**config.mk**
```make
export PLATFORM = sky130hd
export DESIGN_NAME = mcm_ctrl
export DESIGN_NICKNAME = d
export VERILOG_FILES = /design/src/rtl/mcm_pkg.sv /design/src/rtl/mcm_ctrl.sv
export SDC_FILE = /design/constraint.sdc
export NUM_CORES = 1
export LEC_CHECK = 0
export BUFFER_PORTS_ARGS = -buffer_cell sky130_fd_sc_hd__buf_4
export CORE_MARGIN = 2
export CORE_UTILIZATION = 25
export DETAILED_ROUTE_END_ITERATION = 8
export PLACE_DENSITY_LB_ADDON = 0.1
export SKIP_CTS_REPAIR_TIMING = 1
export SYNTH_ARGS = -nofsm -noshare
export SYNTH_HDL_FRONTEND = slang
export SYNTH_SLANG_ARGS = --single-unit
```
**constraint.sdc**
```tcl
create_clock -name i_clk -period 1.8 [get_ports i_clk]
set_clock_uncertainty 0.1 [all_clocks]
set_input_delay 0.27 -clock i_clk [delete_from_list [all_inputs] [get_ports i_clk]]
set_output_delay 0.27 -clock i_clk [all_outputs]
set_load 0.005 [all_outputs]
```
**src/rtl/mcm_pkg.sv**
```systemverilog
package mcm_pkg;

    localparam int ORG_BITS        = 6;
    localparam int NUM_AXES        = 3;
    localparam int NUM_CORNERS     = 8;
    localparam int NUM_EDGES       = 12;
    localparam int SCALE_BITS      = 16;
    localparam int HE_BITS         = 31;
    localparam int POS_BITS        = 32;
    localparam int IDX_BITS        = 32;
    localparam int PA_BITS         = ORG_BITS + 1;
    localparam int PAS_BITS        = PA_BITS + SCALE_BITS;
    localparam int QUOT_BITS       = SCALE_BITS;
    localparam int CFG_IDX_BITS    = 3;
    localparam int CFG_DATA_BITS   = 32;
    localparam int DEF_VALUE_BITS  = 16;
    localparam int OUT_DATA_BITS   = 3 * POS_BITS + 3 * IDX_BITS;

    localparam logic [CFG_IDX_BITS-1:0] CFG_SURFACE_LEVEL = 3'd0;
    localparam logic [CFG_IDX_BITS-1:0] CFG_INTERP_MODE   = 3'd1;
    localparam logic [CFG_IDX_BITS-1:0] CFG_CELL_SCALE    = 3'd2;
    localparam logic [CFG_IDX_BITS-1:0] CFG_HALF_EXT_X    = 3'd3;
    localparam logic [CFG_IDX_BITS-1:0] CFG_HALF_EXT_Y    = 3'd4;
    localparam logic [CFG_IDX_BITS-1:0] CFG_HALF_EXT_Z    = 3'd5;

    localparam logic [SCALE_BITS-1:0] RST_CELL_SCALE = 16'd256;
    localparam logic                  KIND_TRI       = 1'b0;
    localparam logic                  KIND_VERT      = 1'b1;
    localparam logic                  MODE_MIDPOINT  = 1'b0;

    typedef struct packed {
        logic       load_in;
        logic       setup;
        logic       mul;
        logic       div_step;
        logic       emit_tri;
        logic       emit_vert;
        logic       last;
        logic       bump_base;
        logic [2:0] tri_sel;
        logic [3:0] edge_sel;
    } t_cmd;

    typedef struct packed {
        logic       empty;
        logic [2:0] tri_cnt;
        logic       out_free;
    } t_sts;

    function automatic logic [2:0] edge_end_a(input logic [3:0] e);
        logic [2:0] r;
        case (e)
            4'd0, 4'd8:  r = 3'd0;
            4'd1, 4'd9:  r = 3'd1;
            4'd2, 4'd10: r = 3'd2;
            4'd3, 4'd11: r = 3'd3;
            4'd4:        r = 3'd4;
            4'd5:        r = 3'd5;
            4'd6:        r = 3'd6;
            4'd7:        r = 3'd7;
            default:     r = 3'd0;
        endcase
        return r;
    endfunction

    function automatic logic [2:0] edge_end_b(input logic [3:0] e);
        logic [2:0] r;
        case (e)
            4'd0:    r = 3'd1;
            4'd1:    r = 3'd2;
            4'd2:    r = 3'd3;
            4'd3:    r = 3'd0;
            4'd4:    r = 3'd5;
            4'd5:    r = 3'd6;
            4'd6:    r = 3'd7;
            4'd7:    r = 3'd4;
            4'd8:    r = 3'd4;
            4'd9:    r = 3'd5;
            4'd10:   r = 3'd6;
            4'd11:   r = 3'd7;
            default: r = 3'd0;
        endcase
        return r;
    endfunction

    // corner offset as {z, y, x}
    function automatic logic [2:0] corner_off(input logic [2:0] c);
        logic [2:0] r;
        case (c)
            3'd0:    r = 3'b000;
            3'd1:    r = 3'b001;
            3'd2:    r = 3'b011;
            3'd3:    r = 3'b010;
            3'd4:    r = 3'b100;
            3'd5:    r = 3'b101;
            3'd6:    r = 3'b111;
            3'd7:    r = 3'b110;
            default: r = 3'b000;
        endcase
        return r;
    endfunction

    // {triangle count, edge digits right aligned, first digit highest}
    function automatic logic [62:0] tri_row(input logic [7:0] c);
        logic [62:0] r;
        case (c)
            8'd1: r = {3'd1, 60'h083};
            8'd2: r = {3'd1, 60'h019};
            8'd3: r = {3'd2, 60'h183981};
            8'd4: r = {3'd1, 60'h12a};
            8'd5: r = {3'd2, 60'h08312a};
            8'd6: r = {3'd2, 60'h92a029};
            8'd7: r = {3'd3, 60'h2832a8a98};
            8'd8: r = {3'd1, 60'h3b2};
            8'd9: r = {3'd2, 60'h0b28b0};
            8'd10: r = {3'd2, 60'h19023b};
            8'd11: r = {3'd3, 60'h1b219b98b};
            8'd12: r = {3'd2, 60'h3a1ba3};
            8'd13: r = {3'd3, 60'h0a108a8ba};
            8'd14: r = {3'd3, 60'h39039bba9};
            8'd15: r = {3'd2, 60'h98aa8b};
            8'd16: r = {3'd1, 60'h478};
            8'd17: r = {3'd2, 60'h430734};
            8'd18: r = {3'd2, 60'h019847};
            8'd19: r = {3'd3, 60'h419471731};
            8'd20: r = {3'd2, 60'h12a847};
            8'd21: r = {3'd3, 60'h34730412a};
            8'd22: r = {3'd3, 60'h92a902847};
            8'd23: r = {3'd4, 60'h2a9297273794};
            8'd24: r = {3'd2, 60'h8473b2};
            8'd25: r = {3'd3, 60'hb47b24204};
            8'd26: r = {3'd3, 60'h90184723b};
            8'd27: r = {3'd4, 60'h47b94b9b2921};
            8'd28: r = {3'd3, 60'h3a13ba784};
            8'd29: r = {3'd4, 60'h1ba14b1047b4};
            8'd30: r = {3'd4, 60'h47890b9bab03};
            8'd31: r = {3'd3, 60'h47b4b99ba};
            8'd32: r = {3'd1, 60'h954};
            8'd33: r = {3'd2, 60'h954083};
            8'd34: r = {3'd2, 60'h054150};
            8'd35: r = {3'd3, 60'h854835315};
            8'd36: r = {3'd2, 60'h12a954};
            8'd37: r = {3'd3, 60'h30812a495};
            8'd38: r = {3'd3, 60'h52a542402};
            8'd39: r = {3'd4, 60'h2a5325354348};
            8'd40: r = {3'd2, 60'h95423b};
            8'd41: r = {3'd3, 60'h0b208b495};
            8'd42: r = {3'd3, 60'h05401523b};
            8'd43: r = {3'd4, 60'h21525828b485};
            8'd44: r = {3'd3, 60'ha3ba13954};
            8'd45: r = {3'd4, 60'h4950818a18ba};
            8'd46: r = {3'd4, 60'h54050b5bab03};
            8'd47: r = {3'd3, 60'h54858aa8b};
            8'd48: r = {3'd2, 60'h978579};
            8'd49: r = {3'd3, 60'h930953573};
            8'd50: r = {3'd3, 60'h078017157};
            8'd51: r = {3'd2, 60'h153357};
            8'd52: r = {3'd3, 60'h978957a12};
            8'd53: r = {3'd4, 60'ha12950530573};
            8'd54: r = {3'd4, 60'h802825857a52};
            8'd55: r = {3'd3, 60'h2a5253357};
            8'd56: r = {3'd3, 60'h7957893b2};
            8'd57: r = {3'd4, 60'h95797292027b};
            8'd58: r = {3'd4, 60'h23b018178157};
            8'd59: r = {3'd3, 60'hb21b17715};
            8'd60: r = {3'd4, 60'h958857a13a3b};
            8'd61: r = {3'd5, 60'h5705097b010aba0};
            8'd62: r = {3'd5, 60'hba0b03a50807570};
            8'd63: r = {3'd2, 60'hba57b5};
            8'd64: r = {3'd1, 60'ha65};
            8'd65: r = {3'd2, 60'h0835a6};
            8'd66: r = {3'd2, 60'h9015a6};
            8'd67: r = {3'd3, 60'h1831985a6};
            8'd68: r = {3'd2, 60'h165261};
            8'd69: r = {3'd3, 60'h165126308};
            8'd70: r = {3'd3, 60'h965906026};
            8'd71: r = {3'd4, 60'h598582526328};
            8'd72: r = {3'd2, 60'h23ba65};
            8'd73: r = {3'd3, 60'hb08b20a65};
            8'd74: r = {3'd3, 60'h01923b5a6};
            8'd75: r = {3'd4, 60'h5a61929b298b};
            8'd76: r = {3'd3, 60'h63b653513};
            8'd77: r = {3'd4, 60'h08b0b50515b6};
            8'd78: r = {3'd4, 60'h3b6036065059};
            8'd79: r = {3'd3, 60'h65969bb98};
            8'd80: r = {3'd2, 60'h5a6478};
            8'd81: r = {3'd3, 60'h43047365a};
            8'd82: r = {3'd3, 60'h1905a6847};
            8'd83: r = {3'd4, 60'ha65197173794};
            8'd84: r = {3'd3, 60'h612651478};
            8'd85: r = {3'd4, 60'h125526304347};
            8'd86: r = {3'd4, 60'h847905065026};
            8'd87: r = {3'd5, 60'h739794329596269};
            8'd88: r = {3'd3, 60'h3b2784a65};
            8'd89: r = {3'd4, 60'h5a647242027b};
            8'd90: r = {3'd4, 60'h01947823b5a6};
            8'd91: r = {3'd5, 60'h92192b94b7b45a6};
            8'd92: r = {3'd4, 60'h8473b53515b6};
            8'd93: r = {3'd5, 60'h51b5b610b7b404b};
            8'd94: r = {3'd5, 60'h059065036b63847};
            8'd95: r = {3'd4, 60'h65969b4797b9};
            8'd96: r = {3'd2, 60'ha4964a};
            8'd97: r = {3'd3, 60'h4a649a083};
            8'd98: r = {3'd3, 60'ha01a60640};
            8'd99: r = {3'd4, 60'h83181686461a};
            8'd100: r = {3'd3, 60'h149124264};
            8'd101: r = {3'd4, 60'h308129249264};
            8'd102: r = {3'd2, 60'h024426};
            8'd103: r = {3'd3, 60'h832824426};
            8'd104: r = {3'd3, 60'ha49a64b23};
            8'd105: r = {3'd4, 60'h08228b49a4a6};
            8'd106: r = {3'd4, 60'h3b201606461a};
            8'd107: r = {3'd5, 60'h64161a48121b8b1};
            8'd108: r = {3'd4, 60'h964936913b63};
            8'd109: r = {3'd5, 60'h8b1810b61914641};
            8'd110: r = {3'd3, 60'h3b6360064};
            8'd111: r = {3'd2, 60'h648b68};
            8'd112: r = {3'd3, 60'h7a678a89a};
            8'd113: r = {3'd4, 60'h0730a709a67a};
            8'd114: r = {3'd4, 60'ha671a7178180};
            8'd115: r = {3'd3, 60'ha67a71173};
            8'd116: r = {3'd4, 60'h126168189867};
            8'd117: r = {3'd5, 60'h269291679093739};
            8'd118: r = {3'd3, 60'h780706602};
            8'd119: r = {3'd2, 60'h732672};
            8'd120: r = {3'd4, 60'h23ba68a89867};
            8'd121: r = {3'd5, 60'h20727b09767a9a7};
            8'd122: r = {3'd5, 60'h1801781a767a23b};
            8'd123: r = {3'd4, 60'hb21b17a61671};
            8'd124: r = {3'd5, 60'h896867916b63136};
            8'd125: r = {3'd2, 60'h091b67};
            8'd126: r = {3'd4, 60'h7807063b0b60};
            8'd127: r = {3'd1, 60'h7b6};
            8'd128: r = {3'd1, 60'h76b};
            8'd129: r = {3'd2, 60'h308b76};
            8'd130: r = {3'd2, 60'h019b76};
            8'd131: r = {3'd3, 60'h819831b76};
            8'd132: r = {3'd2, 60'ha126b7};
            8'd133: r = {3'd3, 60'h12a3086b7};
            8'd134: r = {3'd3, 60'h2902a96b7};
            8'd135: r = {3'd4, 60'h6b72a3a83a98};
            8'd136: r = {3'd2, 60'h723627};
            8'd137: r = {3'd3, 60'h708760620};
            8'd138: r = {3'd3, 60'h276237019};
            8'd139: r = {3'd4, 60'h162186198876};
            8'd140: r = {3'd3, 60'ha76a17137};
            8'd141: r = {3'd4, 60'ha7617a187108};
            8'd142: r = {3'd4, 60'h03707a0a96a7};
            8'd143: r = {3'd3, 60'h76a7a88a9};
            8'd144: r = {3'd2, 60'h684b86};
            8'd145: r = {3'd3, 60'h36b306046};
            8'd146: r = {3'd3, 60'h86b846901};
            8'd147: r = {3'd4, 60'h946963931b36};
            8'd148: r = {3'd3, 60'h6846b82a1};
            8'd149: r = {3'd4, 60'h12a30b06b046};
            8'd150: r = {3'd4, 60'h4b846b0292a9};
            8'd151: r = {3'd5, 60'ha93a32943b36463};
            8'd152: r = {3'd3, 60'h823842462};
            8'd153: r = {3'd2, 60'h042462};
            8'd154: r = {3'd4, 60'h190234246438};
            8'd155: r = {3'd3, 60'h194142246};
            8'd156: r = {3'd4, 60'h8138618466a1};
            8'd157: r = {3'd3, 60'ha10a06604};
            8'd158: r = {3'd5, 60'h4634386a3039a93};
            8'd159: r = {3'd2, 60'ha946a4};
            8'd160: r = {3'd2, 60'h49576b};
            8'd161: r = {3'd3, 60'h083495b76};
            8'd162: r = {3'd3, 60'h50154076b};
            8'd163: r = {3'd4, 60'hb76834354315};
            8'd164: r = {3'd3, 60'h954a1276b};
            8'd165: r = {3'd4, 60'h6b712a083495};
            8'd166: r = {3'd4, 60'h76b54a42a402};
            8'd167: r = {3'd5, 60'h348354325a52b76};
            8'd168: r = {3'd3, 60'h723762549};
            8'd169: r = {3'd4, 60'h954086062687};
            8'd170: r = {3'd4, 60'h362376150540};
            8'd171: r = {3'd5, 60'h628687218485158};
            8'd172: r = {3'd4, 60'h954a16176137};
            8'd173: r = {3'd5, 60'h16a176107870954};
            8'd174: r = {3'd5, 60'h40a4a503a6a737a};
            8'd175: r = {3'd4, 60'h76a7a854a48a};
            8'd176: r = {3'd3, 60'h6956b9b89};
            8'd177: r = {3'd4, 60'h36b063056095};
            8'd178: r = {3'd4, 60'h0b805b01556b};
            8'd179: r = {3'd3, 60'h6b3635531};
            8'd180: r = {3'd4, 60'h12a95b9b8b56};
            8'd181: r = {3'd5, 60'h0b306b09656912a};
            8'd182: r = {3'd5, 60'hb85b56805a52025};
            8'd183: r = {3'd4, 60'h6b36352a3a53};
            8'd184: r = {3'd4, 60'h589528562382};
            8'd185: r = {3'd3, 60'h956960062};
            8'd186: r = {3'd5, 60'h158180568382628};
            8'd187: r = {3'd2, 60'h156216};
            8'd188: r = {3'd5, 60'h13616a386569896};
            8'd189: r = {3'd4, 60'ha10a06950560};
            8'd190: r = {3'd2, 60'h03856a};
            8'd191: r = {3'd1, 60'ha56};
            8'd192: r = {3'd2, 60'hb5a75b};
            8'd193: r = {3'd3, 60'hb5ab75830};
            8'd194: r = {3'd3, 60'h5b75ab190};
            8'd195: r = {3'd4, 60'ha75ab7981831};
            8'd196: r = {3'd3, 60'hb12b71751};
            8'd197: r = {3'd4, 60'h08312717572b};
            8'd198: r = {3'd4, 60'h9759279022b7};
            8'd199: r = {3'd5, 60'h75272b592328982};
            8'd200: r = {3'd3, 60'h25a235375};
            8'd201: r = {3'd4, 60'h820852875a25};
            8'd202: r = {3'd4, 60'h9015a35373a2};
            8'd203: r = {3'd5, 60'h982921872a25752};
            8'd204: r = {3'd2, 60'h135375};
            8'd205: r = {3'd3, 60'h087071175};
            8'd206: r = {3'd3, 60'h903935537};
            8'd207: r = {3'd2, 60'h987597};
            8'd208: r = {3'd3, 60'h5845a8ab8};
            8'd209: r = {3'd4, 60'h5045b05abb30};
            8'd210: r = {3'd4, 60'h01984a8aba45};
            8'd211: r = {3'd5, 60'hab4a45b34941314};
            8'd212: r = {3'd4, 60'h2512852b8458};
            8'd213: r = {3'd5, 60'h04b0b345b2b151b};
            8'd214: r = {3'd5, 60'h0250592b5458b85};
            8'd215: r = {3'd2, 60'h9452b3};
            8'd216: r = {3'd4, 60'h25a352345384};
            8'd217: r = {3'd3, 60'h5a2524420};
            8'd218: r = {3'd5, 60'h3a235a385458019};
            8'd219: r = {3'd4, 60'h5a2524192942};
            8'd220: r = {3'd3, 60'h845853351};
            8'd221: r = {3'd2, 60'h045105};
            8'd222: r = {3'd4, 60'h845853905035};
            8'd223: r = {3'd1, 60'h945};
            8'd224: r = {3'd3, 60'h4b749b9ab};
            8'd225: r = {3'd4, 60'h0834979b79ab};
            8'd226: r = {3'd4, 60'h1ab1b414074b};
            8'd227: r = {3'd5, 60'h3143481a474bab4};
            8'd228: r = {3'd4, 60'h4b79b492b912};
            8'd229: r = {3'd5, 60'h9749b791b2b1083};
            8'd230: r = {3'd3, 60'hb74b42240};
            8'd231: r = {3'd4, 60'hb74b42834324};
            8'd232: r = {3'd4, 60'h29a279237749};
            8'd233: r = {3'd5, 60'h9a7974a27870207};
            8'd234: r = {3'd5, 60'h37a3a274a1a040a};
            8'd235: r = {3'd2, 60'h1a2874};
            8'd236: r = {3'd3, 60'h491417713};
            8'd237: r = {3'd4, 60'h491417081871};
            8'd238: r = {3'd2, 60'h403743};
            8'd239: r = {3'd1, 60'h487};
            8'd240: r = {3'd2, 60'h9a8ab8};
            8'd241: r = {3'd3, 60'h30939bb9a};
            8'd242: r = {3'd3, 60'h01a0a88ab};
            8'd243: r = {3'd2, 60'h31ab3a};
            8'd244: r = {3'd3, 60'h12b1b99b8};
            8'd245: r = {3'd4, 60'h30939b1292b9};
            8'd246: r = {3'd2, 60'h02b80b};
            8'd247: r = {3'd1, 60'h32b};
            8'd248: r = {3'd3, 60'h23828aa89};
            8'd249: r = {3'd2, 60'h9a2092};
            8'd250: r = {3'd4, 60'h23828a0181a8};
            8'd251: r = {3'd1, 60'h1a2};
            8'd252: r = {3'd2, 60'h138918};
            8'd253: r = {3'd1, 60'h091};
            8'd254: r = {3'd1, 60'h038};
            default: r = '0;
        endcase
        return r;
    endfunction

endpackage

```
**src/rtl/mcm_ctrl.sv**
```systemverilog
module mcm_ctrl import mcm_pkg::*; (
    input  logic i_clk,
    input  logic i_rst_n,
    input  logic i_s_tvalid,
    output logic o_s_tready,
    input  t_sts i_sts,
    output t_cmd o_cmd
);

    localparam logic [2:0] ST_IDLE  = 3'd0;
    localparam logic [2:0] ST_CLASS = 3'd1;
    localparam logic [2:0] ST_TRI   = 3'd2;
    localparam logic [2:0] ST_SETUP = 3'd3;
    localparam logic [2:0] ST_MUL   = 3'd4;
    localparam logic [2:0] ST_DIV   = 3'd5;
    localparam logic [2:0] ST_VOUT  = 3'd6;

    logic [2:0] r_state, n_state;
    logic [3:0] r_cnt, n_cnt;
    logic [3:0] r_edge, n_edge;

    always_ff @(posedge i_clk) begin
        if (!i_rst_n) begin
            r_state <= ST_IDLE;
            r_cnt   <= '0;
            r_edge  <= '0;
        end else begin
            r_state <= n_state;
            r_cnt   <= n_cnt;
            r_edge  <= n_edge;
        end
    end

    always_comb begin
        n_state    = r_state;
        n_cnt      = r_cnt;
        n_edge     = r_edge;
        o_s_tready = 1'b0;
        o_cmd      = '0;
        o_cmd.tri_sel  = r_cnt[2:0];
        o_cmd.edge_sel = r_edge;
        case (r_state)
            ST_IDLE: begin
                o_s_tready = 1'b1;
                if (i_s_tvalid) begin
                    o_cmd.load_in = 1'b1;
                    n_state       = ST_CLASS;
                end
            end
            ST_CLASS: begin
                n_cnt  = '0;
                n_edge = '0;
                if (i_sts.empty) begin
                    n_state = ST_IDLE;
                end else if (i_sts.tri_cnt == 3'd0) begin
                    n_state = ST_SETUP;
                end else begin
                    n_state = ST_TRI;
                end
            end
            ST_TRI: begin
                if (i_sts.out_free) begin
                    o_cmd.emit_tri = 1'b1;
                    if (r_cnt[2:0] == i_sts.tri_cnt - 3'd1) begin
                        n_state = ST_SETUP;
                    end else begin
                        n_cnt = r_cnt + 4'd1;
                    end
                end
            end
            ST_SETUP: begin
                o_cmd.setup = 1'b1;
                n_state     = ST_MUL;
            end
            ST_MUL: begin
                o_cmd.mul = 1'b1;
                n_cnt     = '0;
                n_state   = ST_DIV;
            end
            ST_DIV: begin
                o_cmd.div_step = 1'b1;
                if (r_cnt == 4'(QUOT_BITS - 1)) begin
                    n_state = ST_VOUT;
                end else begin
                    n_cnt = r_cnt + 4'd1;
                end
            end
            ST_VOUT: begin
                if (i_sts.out_free) begin
                    o_cmd.emit_vert = 1'b1;
                    if (r_edge == 4'(NUM_EDGES - 1)) begin
                        o_cmd.last      = 1'b1;
                        o_cmd.bump_base = 1'b1;
                        n_state         = ST_IDLE;
                    end else begin
                        n_edge  = r_edge + 4'd1;
                        n_state = ST_SETUP;
                    end
                end
            end
            default: begin
                n_state = ST_IDLE;
            end
        endcase
    end

endmodule

```
# Word-level counts from Yosys, hierarchy flattened
# Cells that the tools add are included.
[totals]
reg_bits = 11
input_bits = 8
wordCells = 58
[op_classes]
addsub = 3
n_eq_ne = 17
mux = 27
n_reduce_logical = 8
[ops]
columns = ["cell", "n"]
rows = [
  ["2-to-1 mux 3 bit", 7],
  ["case mux 3 bit (7 select lines)", 1],
  ["2-to-1 mux 4 bit", 5],
  ["!= test 2 bit (second input constant)", 8],
  ["case mux 4 bit (3 select lines)", 1],
  ["== test 3 bit (second input constant)", 3],
  ["2-to-1 mux 1 bit", 9],
  ["adder 4 x 1 -> 4 bit (second input constant)", 2],
  ["== test 4 bit (second input constant)", 2],
  ["case mux 4 bit (2 select lines)", 1],
  ["== test 3 x 2 -> 1 bit (second input constant)", 2],
  ["zero test 3 bit", 2],
  ["2-to-1 mux 2 bit", 3],
  ["AND reduction 5 bit", 1],
  ["AND reduction 4 bit", 1],
  ["== test 3 x 1 -> 1 bit (second input constant)", 1],
  ["== test 3 bit", 1],
  ["AND reduction 3 bit", 1],
  ["nonzero test 3 bit", 1],
  ["subtractor 3 x 1 -> 3 bit (second input constant)", 1],
  ["nonzero test 2 bit", 1],
  ["OR reduction 2 bit", 1],
]

# Longest topological paths before layout
# Gate-level depths: netlist of the first run.
[depth]
depth_word = 5
ltp_mapped = 7
ltp_nobuf = 7

# Least setup slack after synthesis of the first run
# No wires, ideal clock.
[synth_path]
kind = "input port to flip-flop"
from = "input port i_sts[1] (netlist bit)"
to = "register r_cnt[2]"
setup_time_ns = 0.117
arrival_ns = 1.656
required_ns = 1.583
setup_slack_ns = -0.073
path_stages = 7
n_path_buf = 0
path_cell_list = "inv_1 ha_1 ha_1 xnor2_1 o31a_1 or2_4 a22o_1"
[synth_between]
elab_chain_len = 4
[synth_rtl]
columns = ["element", "line", "rtl"]
rows = [
  ["from (decl)", "mcm_ctrl.sv:6", "input t_sts i_sts,"],
  ["subtractor 3 x 1 -> 3 bit", "mcm_ctrl.sv:64", "if (r_cnt[2:0] == i_sts.tri_cnt - 3'd1) begin"],
  ["== test 3 bit", "mcm_ctrl.sv:64", ""],
  ["!= test 2 bit (no line)", "n/a", ""],
  ["AND reduction 4 bit (no line)", "n/a", ""],
  ["to (signal assigned)", "mcm_ctrl.sv:29", "r_cnt <= n_cnt;"],
  ["to (decl)", "mcm_ctrl.sv:19", "logic [3:0] r_cnt, n_cnt;"],
]
# Every way passes these cells.
# A chain may end at the register's enable or synchronous reset.

==> flow_summary.yaml, run 1 <==
power_and_ir_drop:
  power_switching_mw: 0.438
  leakagePower_nw: 0.498
  p_int_mw: 0.738
  pwr-share-seq_pct: 30.2
  pwr_density_cell_nw_per_um2: 1030
  switching_share_pct: 37.2
  total_power_mw: 1.18
  p_clk_share_pct: 15.2
  pwr-share-comb_pct: 54.6
  peakVddDrop_uv: 294
setup_path:
  cpMostUsedCell: "buf_4"
  cp_slowest_cell: "dfxtp_4"
  crit_buf_inv: 2
  critPathMaxStageDelay_ns: 0.36
  cp-start-kind: "flop"
  required_ns: 1.43
  critPathTopFamily: "simple AND/OR/NAND/NOR gates"
  critPathKind: "reg -> out"
  end_kind: "output port"
  crit_chain: "buf_4 -> and4b_2 -> nor2b_4 -> buf_4"
  cp_max_fo: 5
  cp.arrival_ns: 1.37
yosys:
  synth_commonest_cells: "nand2_1 (12), dfxtp_1 (11), inv_1 (7), nor2_1 (7), o21ai_0 (7)"
  syn_nets: 116
  avgSynthCellArea_um2: 7.74
  yosysTopAreaCell: "dfxtp_1"
  synth_ff_type: "dfxtp_1"
  synth_top_area_share_pct: 27.4
  yosys_warnings: 0
  yosysMostFrequentCell: "nand2_1"
  synth_edf_count: 0
  synth_area_um2: 805
  netlist_top_cells_area: "dfxtp_1 (27%), ha_1 (6.2%), nand2_1 (5.6%), o21ai_0 (4.4%), xnor2_1 (4.4%)"
  synthCells: 104
  ys_types: 41
  ys_ff_latch: 11
  synth-seq-area-share_pct: 27.4
  async_flop_share_pct: 0
cts:
  root_buffer: "clkbuf_4"
  clk_path_buf_depth: 2
  cts_tree: "done"
  clk_pin_slew_worst_paths_ns: 0.08
  htree_levels: 1
  clk_latency_ns: 0.27
  cts.sinks: 11
  numCtsBuffers: 3
detailed_routing:
  vias_per_cell: 4.63
  drtIter0Drc: 32
  drc: 0
  routed_wl_um: 2070
  firstDrtPassIters: 4
  ant_nets: 0
  vias: 829
  drt-wirelength-per-cell_um: 11.6
job:
  drv_cap: 0
global_routing:
  grtUsageMet3_pct: 2.56
  met1_usage_pct: 16.1
  antenna_found_initial: 0
  grt_pass1_wl_um: 3320
  grt_pass1_vias: 746
  overflow: 0
  grt-busiest-layer: "met2"
  grt_util_all_layers_pct: 12.4
  grt_max_degree: 12
  met2_usage_pct: 19.2
timing:
  setup_viol: 0
  relSlewSlack_pct: 73.2
  slew_violations: 0
  period_minus_slack_ns: 1.74
  clock.fmax_mhz: 574
  timing.final.crit_share_pct: 96.8
  finalHoldViolations: 0
  rsz0062_at_grt: "true"
  hold_slack_ns: 0.182
  worst_slew_pin_slew_ns: 0.397
placed_design:
  gp_congestion: 0.740
  numPortBuffers: 23
  dp_cells: 170
  placed_area_um2: 1060
  dpl.hpwl_um: 1590
floorplan:
  die-area_um2: 3690
  start_util_pct: 26.4
  rows: 20
  die_w_um: 60.7
  io_pins: 24
  die_h_um: 60.7
  core_area_um2: 3050
finish:
  nets: 148
  fin_util_pct: 37.5
  seqCellArea_um2: 228
  final_area_um2: 1140
  drive_above_1_share_pct: 41.5
  area_growth_pct: 42.1
  fillers: 343
  antennaDiodeCount: 0
  multiInputGateArea_um2: 531
  final_cells: 179
worst_hold_path:
  hold_class: "in -> reg"
status:
  outcome: "complete, no violations"
==> power groups by stage <==
stage               registers, mW  logic [mW]  clock network, mW
finish                      0.355       0.641              0.178
global route                0.364       0.709              0.201
CTS                         0.347       0.606              0.191
detailed placement          0.352       0.597                  0
global placement            0.348       0.596                  0
floorplan                   0.317       0.412                  0
==> worst paths after layout <==
| check | startpoint | end | slack (ns) | cells after the start |
|---|---|---|---|---|
| max | r_state[0] | o_cmd[7] | 0.06 | 4 |
| max reg2reg | r_state[0] | r_cnt[3] | 0.12 | 6 |
| min reg2reg | r_edge[2] | r_edge[2] | 0.43 | 2 |
| min | i_rst_n | r_state[0] | 0.18 | 3 |
==> kinds of logic (layout without fill, tap and decap cells) <==
family,after synthesis,in the layout,share of synthesized area (%)
AOI/OAI and AO/OA,23,23,18.5
xor gates and xnor gates,5,5,5.44
adders and majority gates,4,4,6.22
buffers and inverters,17,48,10.3
DFF,11,11,27.4
muxes,2,2,2.64
and+or+nand+nor,42,42,29.6
==> registers in the layout, indices dropped and copies added, names as in the netlist <==
| register | cells |
|---|---|
| r_cnt | 4 |
| r_edge | 4 |
| r_state | 3 |
==> tightest hold or removal path, delay by kind of cell <==
kind | cells | cell delay [ns]
AO/OA/AOI/OAI | 1 | 0.06
buffers and inverters | 1 | 0.13
AND/OR/NAND/NOR | 1 | 0.07
==> placed cells by master (no fill, tap or decap), types with 2 or more instances in the layout <==
cell,count
buf_4,37
nand2_1,12
nor2_1,7
inv_1,7
o21ai_0,7
dfxtp_1,7
xnor2_1,4
a21oi_1,4
nor3_1,3
clkbuf_4,3
dfxtp_2,3
nor3b_1,2
o21bai_1,2
a31oi_1,2
or3b_2,2
nand4_1,2
ha_1,2
==> metrics by stage <==
| stage | TNS, ns | worst slack, ns |
|---|---|---|
| 2_1_floorplan | 0 | 0.0185 |
| 5_1_grt | -0.0132 | -0.00697 |
| 6_report | 0 | 0.0582 |
| 3_3_place_gp | -0.301 | -0.131 |
| 3_5_place_dp | -0.432 | -0.166 |
| 4_1_cts | -0.239 | -0.0849 |
==> area by class of cell <==
type	count	share of cell area, %
sequential	11	19.9
clock buffer	4	2.30
timing repair buffer	37	24.3
inverter	7	2.30
tap	44	4.81
multi-input combinational	76	46.4
==> layer usage <==
layer,vias up,wire (µm)
li1,428,-
met1,382,999
met2,14,951
met3,5,80
met4,0,39
met5,-,0
Power figures use the tool's default switching activity.
==> inputs of run 2 (changes only) <==
Settings changed: GPL_TIMING_DRIVEN from default to 0.
==> flow_summary.yaml, run 2 (same netlist as run 1, synthesis figures left out) <==
floorplan:
  core_area_um2: 3050
  start_util_pct: 26.4
  die-area_um2: 3690
  rows: 20
  die_w_um: 60.7
  io_pins: 24
  die_h_um: 60.7
setup_path:
  end_kind: "output port"
  required_ns: 1.43
  cp-startpoint: "r_state[0]"
  crit-reg2reg-launch: "r_cnt[0]"
  reg2reg_depth: 5
  cp-start-kind: "flop"
  timing.rr.end: "r_cnt[2]"
  cp.arrival_ns: 1.39
  cp_max_fo: 8
  rrSetupSlack_ns: 0.11
  critPathKind: "reg -> out"
  worstSetupEndpoint: "o_cmd[8]"
detailed_routing:
  vias: 823
  drt-wirelength-per-cell_um: 11.4
  drc: 0
  firstDrtPassIters: 4
  ant_nets: 0
  routed_wl_um: 2020
  drtIter0Drc: 23
  vias_per_cell: 4.65
cts:
  root_buffer: "clkbuf_4"
  clk_path_buf_depth: 2
  htree_levels: 1
  cts.sinks: 11
  numCtsBuffers: 3
  clk_latency_ns: 0.27
  cts_tree: "done"
  clk_pin_slew_worst_paths_ns: 0.08
timing:
  period_minus_slack_ns: 1.76
  setup_viol: 0
  worst_slew_pin_slew_ns: 0.408
  finalHoldViolations: 0
  hold_slack_ns: 0.226
  slew_violations: 0
  timing.final.crit_share_pct: 97.7
  relSlewSlack_pct: 72.5
  clock.fmax_mhz: 569
  rsz0062_at_grt: "true"
finish:
  area_growth_pct: 40.7
  fillers: 343
  final_common_cell: "buf_4"
  final_cell_mix: "buf_4 (27), nand2_1 (12), nor2_1 (7), inv_1 (7), o21ai_0 (7)"
  top_regs: "r_cnt: 4 flops, r_edge: 4 flops, r_state: 3 flops"
  drive_above_1_share_pct: 40.6
  fin_util_pct: 37.1
  antennaDiodeCount: 0
  nets: 146
  final_cells: 177
placed_design:
  numPortBuffers: 22
  dp_cells: 170
  dpl.hpwl_um: 1520
  gp_congestion: 0.711
global_routing:
  grt_max_degree: 11
  overflow: 0
  antenna_found_initial: 0
  grt_pass1_vias: 670
  grt_util_all_layers_pct: 11.6
  grt_pass1_wl_um: 3170
worst_hold_path:
  hold_class: "in -> reg"
job:
  drv_cap: 0
power_and_ir_drop:
  pwr_density_cell_nw_per_um2: 986
  leakagePower_nw: 0.485
  peakVddDrop_uv: 361
status:
  outcome: "complete, no violations"
## run 2: final cells by class
type	count	area (µm²)	share of cell area [%]
multi-input combinational	76	532	47.0
clock buffer	4	26.3	2.32
buffer	10	75.1	6.63
inverter	7	26.3	2.32
sequential	11	226	20.0
tap	44	55.1	4.86
timing repair buffer	25	191	16.9
## run 2: worst min path at each step
stage,startpoint,to,slack [ns],cells after the start
global route,i_sts[4],r_state[0],0.26,4
detailed placement,r_edge[2],r_edge[2],0.42,2
CTS,i_sts[4],r_state[0],0.22,4
finish,i_sts[4],r_state[0],0.23,4
global placement,r_edge[2],r_edge[2],0.41,2
floorplan,r_cnt[0],r_cnt[0],0.37,1
## run 2: report_power, final
| part | switching [mW] | internal [mW] | total, mW | leakage [nW] |
|---|---|---|---|---|
| logic | 0.296 | 0.315 | 0.611 | 0.379 |
| clock network | 0.0860 | 0.0856 | 0.172 | 0.0150 |
| registers | 0.0448 | 0.289 | 0.334 | 0.0913 |
## run 2: worst max-delay path: stages (launching register included)
cell and delay [ns]:
dfxtp_2 0.32, buf_6 0.12, and4b_1 0.26, buf_6 0.10, nor2b_4 0.14, buf_6 0.10
buf_6 0.08
## run 2: metal layers
| metal | share of wire [%] | track usage (%) | up-vias |
|---|---|---|---|
| met5 | 0 | 0 | - |
| met4 | 0.74 | 5.59 | 0 |
| met3 | 4.8 | 1.92 | 2 |
| met2 | 43 | 15.8 | 21 |
| met1 | 51 | 17.5 | 375 |
| li1 | - | - | 425 |
## run 2: per-stage QoR
step | TNS, ns | power (mW) | setup slack, ns | instance area [µm²]
after floorplan | 0 | 0.729 | 0.0185 | 820
after global placement | -0.409 | 0.914 | -0.179 | 1040
after detailed placement | -0.409 | 0.911 | -0.167 | 1040
after CTS | -0.375 | 1.09 | -0.123 | 1070
after global routing | -0.0126 | 1.22 | -0.0126 | 1130
final | 0 | 1.12 | 0.0419 | 1130
